[config.mk]
export PLATFORM = sky130hd
export DESIGN_NAME = hd_isqrt
export DESIGN_NICKNAME = d
export VERILOG_FILES = /design/src/hd_pkg.sv /design/src/hd_isqrt.sv
export SDC_FILE = /design/constraint.sdc
export NUM_CORES = 2
export LEC_CHECK = 0
export BUFFER_PORTS_ARGS = -buffer_cell sky130_fd_sc_hd__buf_4
export CAP_MARGIN = 20
export CORE_ASPECT_RATIO = 0.9
export CORE_UTILIZATION = 40
export CTS_CLUSTER_DIAMETER = 40
export DETAILED_ROUTE_END_ITERATION = 12
export PLACE_DENSITY = 0.57
export SYNTH_ARGS = -nofsm -noshare
export SYNTH_HDL_FRONTEND = slang
export SYNTH_SLANG_ARGS = --single-unit
[constraint.sdc]
create_clock -name clk -period 8.3 [get_ports clk]
set_input_delay 1.66 -clock clk [delete_from_list [all_inputs] [get_ports clk]]
set_output_delay 1.66 -clock clk [all_outputs]
set_load 0.05 [all_outputs]
[src/hd_pkg.sv]
// Shared constants and the CORDIC arctangent table for the haversine distance block.
package hd_pkg;

  localparam int HD_CORDIC_STAGES = 24;
  localparam int HD_SQRT_STEPS    = 31;

  // 3.6e9 / 1024: the power-of-two part of the divisor is taken off by shifting
  localparam logic [21:0] HD_DIV_DEN   = 22'd3515625;
  localparam logic [52:0] HD_ROUND_OFS = 53'd1757812;
  // floor(2^53 / HD_DIV_DEN): applied to the top 32 numerator bits, the
  // quotient estimate falls short by at most one
  localparam logic [31:0] HD_DIV_RECIP = 32'd2562047788;

  localparam logic signed [32:0] HD_CORDIC_X0 = 33'sd652032874;
  localparam logic [30:0] HD_HALF_PI_Q30      = 31'd1686629713;
  localparam logic [30:0] HD_ONE_Q30          = 31'h4000_0000;
  localparam logic [60:0] HD_ONE_Q60          = {1'b1, 60'd0};
  localparam logic [23:0] HD_RADIUS_RESET     = 24'd6367445;
  localparam logic [25:0] HD_DIST_MAX         = 26'h3FF_FFFF;

  // Register decode: paddr bit 2 selects the register word
  localparam logic HD_REG_RADIUS = 1'b0;

  function automatic logic signed [32:0] hd_atan(input int unsigned idx);
    logic [31:0] v;
    case (idx)
      0:  v = 32'h20000000;
      1:  v = 32'h12E4051E;
      2:  v = 32'h09FB385B;
      3:  v = 32'h051111D4;
      4:  v = 32'h028B0D43;
      5:  v = 32'h0145D7E1;
      6:  v = 32'h00A2F61E;
      7:  v = 32'h00517C55;
      8:  v = 32'h0028BE53;
      9:  v = 32'h00145F2F;
      10: v = 32'h000A2F98;
      11: v = 32'h000517CC;
      12: v = 32'h00028BE6;
      13: v = 32'h000145F3;
      14: v = 32'h0000A2FA;
      15: v = 32'h0000517D;
      16: v = 32'h000028BE;
      17: v = 32'h0000145F;
      18: v = 32'h00000A30;
      19: v = 32'h00000518;
      20: v = 32'h0000028C;
      21: v = 32'h00000146;
      22: v = 32'h000000A3;
      23: v = 32'h00000051;
      24: v = 32'h00000029;
      25: v = 32'h00000014;
      26: v = 32'h0000000A;
      27: v = 32'h00000005;
      28: v = 32'h00000003;
      29: v = 32'h00000001;
      30: v = 32'h00000001;
      default: v = 32'h00000000;
    endcase
    return $signed({1'b0, v});
  endfunction

endpackage

[src/hd_isqrt.sv]
// Integer square root of a Q60 value: one digit-recurrence cell per result bit.
module hd_isqrt (
  input  logic        clk,
  input  logic        rst_n,
  input  logic        en_i,
  input  logic        vld_i,
  input  logic [60:0] rad_i,
  output logic        vld_o,
  output logic [30:0] root_o
);
  import hd_pkg::*;

  localparam int STEPS = HD_SQRT_STEPS;

  logic        vld_r [STEPS];
  logic [60:0] v_r   [STEPS];
  logic [61:0] r_r   [STEPS];

  for (genvar g = 0; g < STEPS; g++) begin : g_cell
    localparam logic [61:0] BIT = 62'd1 << (2 * (STEPS - 1 - g));
    logic        vld_in;
    logic [60:0] v_in;
    logic [61:0] r_in;
    logic [61:0] trial;

    if (g == 0) begin : g_head
      assign vld_in = vld_i;
      assign v_in   = rad_i;
      assign r_in   = '0;
    end else begin : g_link
      assign vld_in = vld_r[g-1];
      assign v_in   = v_r[g-1];
      assign r_in   = r_r[g-1];
    end

    assign trial = r_in + BIT;

    always_ff @(posedge clk) begin
      if (!rst_n) begin
        vld_r[g] <= 1'b0;
      end else if (en_i) begin
        vld_r[g] <= vld_in;
      end
    end

    always_ff @(posedge clk) begin
      if (en_i) begin
        if ({1'b0, v_in} >= trial) begin
          v_r[g] <= 61'({1'b0, v_in} - trial);
          r_r[g] <= (r_in >> 1) + BIT;
        end else begin
          v_r[g] <= v_in;
          r_r[g] <= r_in >> 1;
        end
      end
    end
  end

  assign vld_o  = vld_r[STEPS-1];
  assign root_o = r_r[STEPS-1][30:0];

endmodule

==> key figures <==
Clock network
  • Total of hold buffers inserted after clock tree synthesis: 0
  • Level count of the clock H-tree: 5
  • Clock Sink Count: 2357
  • Cell at the root of the clock tree: clkbuf_16
  • Clock edge transition at the registers on the reported setup and hold paths: ~0.050 ns
  • Post-cts resize count: 0
  • Clock latency on the worst-skew pair: approximately 0.94 ns
  • Number of clock buffers inserted by TritonCTS: between 300 and 400
  • Setup Fix Bufs, Post-CTS: 0
  • Clock tree from TritonCTS: done
  • Max clock buf depth: 4

Floorplanning
  • Number of placed I/O pins: 97
  • Area of the die: about 290000 um^2
  • Core area: around 290000 um^2
  • Floorplan row count: ~190
  • Initial Util: 0.402
  • Die extent in x: around 570 um
  • Die height: between 500 and 600 um

Global route
  • Wire length of the first global-routing pass: between 400000 and 500000 um
  • Antenna violations before repair: 10
  • Total routing resource utilization after global routing: 0.215
  • Vias in the first global route: 73086
  • Global-route congestion overflow total: 0
  • Largest net degree at the start of global routing: between 150 and 200

Synth
  • Share of Yosys cell area claimed by the top area cell type: 0.616
  • Leading cell type by number of instances after synthesis: edfxtp_1
  • Yosys warning count: 0
  • FFs w/ async S/R, synth: 0
  • Synth Net Count: roughly 10000
  • Most used flip-flop cell after synthesis: edfxtp_1
  • Number of cells produced by synthesis: approximately 9400
  • Post-synthesis instance area: approximately 110000 um^2
  • Netlist cell types: 97
  • Top cells by instance count after synthesis: edfxtp_1, nand2_1, inv_1
  • Fraction of the yosys area taken by sequential cells: 0.617
  • Library cell occupying the most area in the post-synthesis netlist: edfxtp_1
  • Flip-flop and latch count after synthesis: 2357
  • Main area contributors after synthesis: edfxtp_1, ha_1, xnor2_1
  • Number of synthesized flops with an enable pin: approximately 2400
  • Mean Syn Cell Area: between 10 and 15 um^2

STA
  • Max Clock Freq: about 220 MHz
  • Slew margin rel.: 0.204
  • Tcrit/Tclk final: 0.557
  • Total negative setup slack: 0 ns
  • Tightest Pin Transition: between 1 and 1.5 ns
  • Final Hold Violating Endpoints: 0
  • Setup repair after global routing missed its margin: false
  • Worst setup skew after layout: ~0.076 ns
  • Final worst path period need: between 4 and 5 ns
  • Slew Limit Fails: 0
  • Setup violation total in the final timing report: 0

Route
  • Detailed-route wire length per cell: around 23 um
  • Wire length reported by the detailed router: between 300000 and 400000 um
  • Residual DRC: 0
  • Drt first-iter violations: 7089
  • Total number of vias: between 70000 and 80000
  • Routed Antenna Nets: 0
  • Initial DRT Pass Iterations: 5
  • Via-per-instance ratio: roughly 5.5

Place
  • DPL Wire Length: around 240000 um
  • Cell total after placement: around 13000
  • Port Buffer Count: 96
  • Weighted congestion at the end of routability-driven global placement: 0.918

Setup path
  • Crit path arrival time: 5.24 ns
  • Worst setup path class: register to register
  • Category of the worst setup path capture point: register
  • Critical Path Fanout Max: 16
  • Required time at the endpoint of the critical path: between 8 and 9 ns
  • Worst Setup Start Kind: register

Cells and area
  • Fin nets: 10222
  • Ratio of cells with drive above 1 in the final layout: 0.0895
  • Count of placed standard cells in the final layout, fillers left out: between 10000 and 15000
  • Area growth, synth to finish: 14.8%

Hold path
  • Hold WC Path Type: register to register

Status
  • Outcome: finished, final reports clean

Run
  • Max cap viols: 0

Power
  • Leakage power: a little under 0.05 uW
  • Power density over cell area: around 300 nW/um^2
  • Largest voltage drop on the vdd net: 0.221 mV
[cell families after synthesis]
group | after synthesis | synth area share
and+or+nand+nor | 2924 | 0.133
AOI/OAI and AO/OA | 1797 | 0.0965
buffers and inverters | 886 | 0.0291
adders and majority gates | 524 | 0.0572
muxes | 77 | 0.00741
xor gates and xnor gates | 794 | 0.0607
DFF | 2357 | 0.617
[per-layer routing]
metal	global-route usage	vias up	share of wire
li1	-	35793	-
met1	0.319	36966	0.47
met2	0.325	2460	0.43
met3	0.0314	464	0.065
met4	0.0627	4	0.027
met5	0	-	0.00021
[flip-flops by register name, indices dropped and copies added, names as in the netlist]
signal,flops
r_r,496
v_r,1830
vld_r,31
[stage by stage]
step                      area (um^2)  hold WS (ns)  setup WS (ns)  utilization  total power [uW]
after floorplan                115000         0.417           2.64            -             21600
after global placement         120000         0.424           3.21        0.420             24500
after detailed placement       120000         0.429           3.14        0.420             24500
after CTS                      132000         0.395           3.68        0.462             39400
after global routing           132000         0.399           3.36        0.462             40900
final                          132000         0.419           3.68        0.462             39200
[cell usage in the layout, fill, tap and decap left out, types with 52 or more instances in the layout]
cell type / synthesis / routed
a211oi_1: 55 / 54
a21o_1: 199 / 199
a21oi_1: 551 / 549
and3_1: 67 / 67
buf_4: 1 / 157
clkbuf_16: 0 / 355
edfxtp_1: 2356 / 2356
ha_1: 523 / 523
inv_1: 642 / 642
mux2_2: 61 / 61
nand2_1: 705 / 705
nand2b_1: 111 / 111
nand3_1: 186 / 186
nand4_1: 178 / 178
nor2_1: 552 / 550
nor2b_1: 71 / 71
nor3_1: 263 / 263
nor4_1: 317 / 317
nor4b_1: 55 / 55
o21a_1: 80 / 80
o21ai_0: 490 / 490
o21bai_1: 52 / 52
or3_1: 83 / 83
or4_1: 98 / 98
xnor2_1: 422 / 422
xor2_1: 371 / 371
[final timing paths]
| check | startpoint | end | slack (ns) | cells past startpoint |
|---|---|---|---|---|
| worst max-delay path | v_r[1][546] | v_r[1][606] | 3.68 | 11 |
| worst min-delay path | v_r[0][683] | v_r[0][744] | 0.42 | 0 |
| worst max register to register | v_r[1][546] | v_r[1][606] | 3.68 | 11 |
| worst min register to register | v_r[0][683] | v_r[0][744] | 0.42 | 0 |
[layout make-up]
class / count / area, um^2
clock buffers: 396 / 9040
repair buffers: 169 / 1360
multi-input cells: 6116 / 40700
well taps: 3760 / 4700
inverters: 644 / 2420
clock inverters: 234 / 2770
fillers: 25526 / 154000
flip-flops and latches: 2357 / 70800
diodes: 2 / 5.00
[power by group]
| group | leakage [uW] | internal (uW) | switching (uW) | total, uW |
|---|---|---|---|---|
| combinational | 0.0206 | 2980 | 4670 | 7650 |
| sequential | 0.0227 | 15100 | 1650 | 16800 |
| clock | 0.00571 | 9190 | 5610 | 14800 |
[worst max-delay path, cell delays in order, from the launching register on]
cell and delay, ns:
edfxtp_1 0.51, nor3_1 0.56, buf_4 0.27, nand4_1 0.29
nor4_1 0.47, buf_4 0.18, a311o_1 0.18, or3_1 0.63
nand2b_1 0.24, nor3_1 0.65, nand4_1 0.21, xnor2_1 0.17
No activity file was read; power rests on OpenSTA's default activity.
