### config.mk
export PLATFORM = sky130hd
export DESIGN_NAME = hd_angle_conv
export DESIGN_NICKNAME = d
export VERILOG_FILES = /design/src/hd_pkg.sv /design/src/hd_angle_conv.sv
export SDC_FILE = /design/constraint.sdc
export NUM_CORES = 2
export LEC_CHECK = 0
export BUFFER_PORTS_ARGS = -buffer_cell sky130_fd_sc_hd__buf_2
export CORE_ASPECT_RATIO = 1.75
export CORE_MARGIN = 3
export CORE_UTILIZATION = 40
export CTS_CLUSTER_DIAMETER = 150
export DETAILED_ROUTE_END_ITERATION = 10
export RECOVER_POWER = 50
export SYNTH_ARGS = -nofsm -noshare
export SYNTH_HDL_FRONTEND = slang
export SYNTH_SLANG_ARGS = --single-unit
export TNS_END_PERCENT = 10
### constraint.sdc
create_clock -name clk -period 9.9 [get_ports clk]
set_clock_uncertainty 0.1 [all_clocks]
set_input_delay 1.485 -clock clk [delete_from_list [all_inputs] [get_ports clk]]
set_output_delay 1.485 -clock clk [all_outputs]
set_load 0.01 [all_outputs]
### src/hd_pkg.sv
// Shared constants and the CORDIC arctangent table for the haversine distance block.
package hd_pkg;

  localparam int HD_CORDIC_STAGES = 24;
  localparam int HD_SQRT_STEPS    = 31;

  // 3.6e9 / 1024: the power-of-two part of the divisor is taken off by shifting
  localparam logic [21:0] HD_DIV_DEN   = 22'd3515625;
  localparam logic [52:0] HD_ROUND_OFS = 53'd1757812;
  // floor(2^53 / HD_DIV_DEN): applied to the top 32 numerator bits, the
  // quotient estimate falls short by at most one
  localparam logic [31:0] HD_DIV_RECIP = 32'd2562047788;

  localparam logic signed [32:0] HD_CORDIC_X0 = 33'sd652032874;
  localparam logic [30:0] HD_HALF_PI_Q30      = 31'd1686629713;
  localparam logic [30:0] HD_ONE_Q30          = 31'h4000_0000;
  localparam logic [60:0] HD_ONE_Q60          = {1'b1, 60'd0};
  localparam logic [23:0] HD_RADIUS_RESET     = 24'd6367445;
  localparam logic [25:0] HD_DIST_MAX         = 26'h3FF_FFFF;

  // Register decode: paddr bit 2 selects the register word
  localparam logic HD_REG_RADIUS = 1'b0;

  function automatic logic signed [32:0] hd_atan(input int unsigned idx);
    logic [31:0] v;
    case (idx)
      0:  v = 32'h20000000;
      1:  v = 32'h12E4051E;
      2:  v = 32'h09FB385B;
      3:  v = 32'h051111D4;
      4:  v = 32'h028B0D43;
      5:  v = 32'h0145D7E1;
      6:  v = 32'h00A2F61E;
      7:  v = 32'h00517C55;
      8:  v = 32'h0028BE53;
      9:  v = 32'h00145F2F;
      10: v = 32'h000A2F98;
      11: v = 32'h000517CC;
      12: v = 32'h00028BE6;
      13: v = 32'h000145F3;
      14: v = 32'h0000A2FA;
      15: v = 32'h0000517D;
      16: v = 32'h000028BE;
      17: v = 32'h0000145F;
      18: v = 32'h00000A30;
      19: v = 32'h00000518;
      20: v = 32'h0000028C;
      21: v = 32'h00000146;
      22: v = 32'h000000A3;
      23: v = 32'h00000051;
      24: v = 32'h00000029;
      25: v = 32'h00000014;
      26: v = 32'h0000000A;
      27: v = 32'h00000005;
      28: v = 32'h00000003;
      29: v = 32'h00000001;
      30: v = 32'h00000001;
      default: v = 32'h00000000;
    endcase
    return $signed({1'b0, v});
  endfunction

endpackage

### src/hd_angle_conv.sv
// Coordinate to binary half-angle converter: reciprocal multiply and one correction step.
module hd_angle_conv (
  input  logic        clk,
  input  logic        rst_n,
  input  logic        en_i,
  input  logic        vld_i,
  input  logic [31:0] coord_i,
  output logic        vld_o,
  output logic [31:0] angle_o
);
  import hd_pkg::*;

  logic        neg;
  logic [31:0] mag;
  logic [52:0] num_nxt;
  logic [63:0] prod_nxt;
  logic [23:0] rem_nxt;
  logic [30:0] quo_nxt;

  logic        vld1_r, vld2_r, vld3_r, vld4_r;
  logic        neg1_r, neg2_r, neg3_r, neg4_r;
  logic [52:0] num1_r;
  logic [30:0] qest2_r;
  logic [23:0] nlo2_r;
  logic [30:0] quo3_r;
  logic [23:0] rem3_r;
  logic [30:0] quo4_r;

  assign neg = coord_i[31];
  assign mag = neg ? (~coord_i + 32'd1) : coord_i;
  // floor of (mag * 2^31 + 1.8e9) / 1024, exact
  assign num_nxt = {mag, 21'd0} + HD_ROUND_OFS;
  // quotient estimate from the top 32 bits, never above the true quotient
  assign prod_nxt = 64'(num1_r[52:21]) * 64'(HD_DIV_RECIP);
  // the remainder is below twice the divisor, so its low 24 bits are exact
  assign rem_nxt = nlo2_r - 24'(qest2_r[23:0] * {2'b00, HD_DIV_DEN});
  assign quo_nxt = (rem_nxt >= {2'b00, HD_DIV_DEN}) ? 31'(quo3_r + 31'd1) : quo3_r;

  always_ff @(posedge clk) begin
    if (!rst_n) begin
      vld1_r <= 1'b0;
      vld2_r <= 1'b0;
      vld3_r <= 1'b0;
      vld4_r <= 1'b0;
    end else if (en_i) begin
      vld1_r <= vld_i;
      vld2_r <= vld1_r;
      vld3_r <= vld2_r;
      vld4_r <= vld3_r;
    end
  end

  always_ff @(posedge clk) begin
    if (en_i) begin
      neg1_r  <= neg;
      num1_r  <= num_nxt;
      neg2_r  <= neg1_r;
      qest2_r <= prod_nxt[62:32];
      nlo2_r  <= num1_r[23:0];
      neg3_r  <= neg2_r;
      quo3_r  <= qest2_r;
      rem3_r  <= rem_nxt;
      neg4_r  <= neg3_r;
      quo4_r  <= (rem3_r >= {2'b00, HD_DIV_DEN}) ? 31'(quo3_r + 31'd1) : quo3_r;
    end
  end

  assign vld_o   = vld4_r;
  assign angle_o = neg4_r ? (32'd0 - {1'b0, quo4_r}) : {1'b0, quo4_r};

endmodule

==> flow_metrics.env <==
export IMPL_timing_critical_path_to_type="register"
export IMPL_routed_wl_um=78450
export IMPL_cts_buffers=17
export IMPL_reg2reg_from="num1_r[34]"
export IMPL_htree_levels=4
export IMPL_synth_edf_count=155
export IMPL_status="finished, violations left"
export IMPL_synth_seq_cells=159
export IMPL_r2r_cells=24
export IMPL_place_congestion=1.029
export IMPL_synthTopCellsByCount="inv_1 (818), fa_1 (519), ha_1 (487)"
export IMPL_grt_use_total_pct=21.65
export IMPL_seq_area_frac_synth_pct=16.55
export IMPL_synth_top_cell_by_area="fa_1"
export IMPL_finalNetCount=3753
export IMPL_cts_sinks=159
export IMPL_synth_top_area_share_pct=36.31
export IMPL_syn_area_per_cell_um2=10.88
export IMPL_grt_pass1_vias=21389
export IMPL_clk_pin_slew_worst_paths_ns=0.07
export IMPL_setup_violations=0
export IMPL_syn_instance_count=2630
export IMPL_grt_overflow_total=0
export IMPL_hp_class="register to register"
export IMPL_drt_iter0_drc=714
export IMPL_clockRootBuffer="clkbuf_16"
export IMPL_detail_route_vias_per_cell=5.015
export IMPL_failed_checks="max-capacitance violations, max-slew violations"
export IMPL_path_buf_inv=6
export IMPL_setup_worst_path_end="qest2_r[20]"
export IMPL_regToRegEndpoint="qest2_r[20]"
export IMPL_grt_max_degree=106
export IMPL_worstSetupPathType="register to register"
export IMPL_hold_buffers=0
export IMPL_netlist_cell_type_count=65
export IMPL_synthTopCellsByArea="fa_1 (36%), ha_1 (21%), edfxtp_1 (16%), inv_1 (11%), xnor2_1 (4.3%)"
export IMPL_crit_fanout=7
export IMPL_synth_most_common_cell="inv_1"
export IMPL_synth_area_um2=28610
export IMPL_clk_latency_ns=0.50
export IMPL_drv_slew=162
export IMPL_path_cells="inv_1, fa_1, inv_1, fa_1, inv_1, fa_1, fa_1, inv_1, fa_1, fa_1, fa_1, inv_1, fa_1, inv_1, ha_1, o21ai_0, nor2_1, nor3_1, o21a_1, a221oi_1, o21ai_0, o21bai_1, a21oi_1, xnor2_1"
export IMPL_rsz0062_at_grt="no"
export IMPL_syn_nets=3672
export IMPL_tightestPinTransition_ns=5.653
export IMPL_vias=18255
export IMPL_maxCapViolations=2
export IMPL_finalCriticalPeriod_ns=8.883
export IMPL_die_x_um=208.2
export IMPL_path_common_cell="fa_1"
export IMPL_postSynth_asyncResetShare_pct=0
export IMPL_setup_tns_final_ns=0
export IMPL_io_buffers=68
export IMPL_cts_resized=0
export IMPL_top_level_ports=69
export IMPL_rrSetupSlack_ns=1.02
export IMPL_start_util_pct=40.38
export IMPL_antenna_cells=0
export IMPL_synth_warnings=0
export IMPL_fmax_mhz=112.6
export IMPL_finalCritPeriodShare_pct=89.73
export IMPL_dr_pass1_iters=5
export IMPL_synth_flop_cell="edfxtp_1"
export IMPL_num_fill_cells=6692
export IMPL_antenna_found_initial=0
export IMPL_arrival_ns=9.01
export IMPL_die_h_um=359.8
export IMPL_coreArea_um2=70860
export IMPL_critical_path_slowest_cell="a221oi_1"
export IMPL_place_hpwl_um=69770
export IMPL_drive_above_1_share_pct=4.333
export IMPL_startpoint_type="register"
export IMPL_fp_dieArea_um2=74900
export IMPL_finalHoldViolCount=0
export IMPL_synthToLayoutAreaGrowth_pct=7.027
export IMPL_drcViolationCount=0
export IMPL_clockBufferDepth=2
export IMPL_core_rowCount=129
export IMPL_cp_top_family="adder cells"
export IMPL_worstSetupStartpoint="num1_r[34]"
export IMPL_wl_per_cell_um=21.55
export IMPL_max_slew_margin_rel_pct=-276.9
export IMPL_slowest_delay_ns=0.97
export IMPL_crit_cells=24
export IMPL_ant_nets=0
export IMPL_required_ns=10.03
export IMPL_post_cts_buffers=0
export IMPL_grt_pass1_wl_um=121100
export IMPL_cts_tree="done"
-- worst min-delay path by stage --
stage | slack [ns] | endpoint | start | cells after the start
after CTS | 0.32 | quo3_r[24] | qest2_r[24] | 0
after global placement | 0.30 | quo3_r[24] | qest2_r[24] | 0
final | 0.32 | neg4_r | neg3_r | 0
after global routing | 0.34 | quo3_r[25] | qest2_r[25] | 0
after detailed placement | 0.31 | quo3_r[24] | qest2_r[24] | 0
after floorplan | 0.30 | neg2_r | neg1_r | 0
-- cells in the final DEF, fill, tap and decap left out, types with 5 or more instances in the layout --
cell type / n
a21oi_1: 49
buf_2: 63
and3_1: 24
inv_6: 6
o41ai_1: 6
or3_1: 13
nor4_1: 5
a211o_1: 5
nor2b_1: 10
o211ai_1: 7
nand4_1: 17
clkbuf_16: 17
a211oi_1: 9
nor3_1: 16
nor2_1: 44
or4_1: 6
buf_4: 5
fa_1: 519
and2_1: 5
clkbuf_1: 8
nand2_1: 46
o21ai_0: 53
nand3_1: 27
ha_1: 487
a31oi_1: 5
nand2b_1: 13
a21o_1: 14
xor2_1: 21
xnor2_1: 141
o31ai_1: 16
inv_1: 818
o21a_1: 14
edfxtp_1: 155
-- metal layers --
| layer | up-vias | routed length (um) | GRT usage, % | part of all wire, % |
|---|---|---|---|---|
| met5 | - | 0 | 0 | 0 |
| met4 | 0 | 7018 | 15.93 | 8.9 |
| li1 | 8406 | - | - | - |
| met2 | 458 | 43570 | 42.32 | 56 |
| met1 | 9149 | 25740 | 20.24 | 33 |
| met3 | 242 | 2127 | 2.642 | 2.7 |
-- per-stage QoR --
stage	setup WS [ns]	util, %	cell area [um^2]	hold WS [ns]	std cells
floorplan	2.566	-	28610	0.3003	2630
global placement	0.9681	42.49	30110	0.3023	3609
detailed placement	0.8720	42.49	30110	0.3057	3609
CTS	0.8403	43.26	30650	0.3241	3640
global route	0.4766	43.22	30620	0.3411	3640
finish	1.017	43.22	30620	0.3246	3640
-- flip-flops by register name, indices dropped and copies added, names as in the netlist, 3 cells and up --
signal   cells
quo4_r      31
rem3_r      23
quo3_r      31
qest2_r     31
nlo2_r       3
num1_r      32
-- cells by family after synthesis --
group,count (synthesis),share of synthesized area (%)
DFF,159,16.55
xor gates and xnor gates,162,4.959
buffers and inverters,832,10.94
and+or+nand+nor,249,4.753
muxes,5,0.1793
AOI/OAI and AO/OA,217,5.011
adders and majority gates,1006,57.61
-- cell type report --
type	count	area (um^2)	share of cell area (%)
clock buffers	17	425.4	1.389
clock inverters	14	118.9	0.3882
inverters	818	3070	10.03
multi-input cells	1639	20740	67.74
flip-flops and latches	159	4735	15.46
well taps	917	1147	3.747
repair buffers	76	382.9	1.250
-- worst register-to-register path, stage by stage (launching register included) --
cell and delay [ns]:
edfxtp_1 0.83, inv_1 0.30, fa_1 0.70, inv_1 0.09
fa_1 0.50, inv_1 0.05, fa_1 0.51, fa_1 0.52
inv_1 0.05, fa_1 0.56, fa_1 0.44, fa_1 0.50
inv_1 0.05, fa_1 0.51, inv_1 0.07, ha_1 0.36
o21ai_0 0.10, nor2_1 0.18, nor3_1 0.10, o21a_1 0.12
a221oi_1 0.97, o21ai_0 0.43, o21bai_1 0.32, a21oi_1 0.13
xnor2_1 0.13
Power is not shown: default switching activity piles up to over one toggle a cycle in this logic, so the estimate is an artifact.
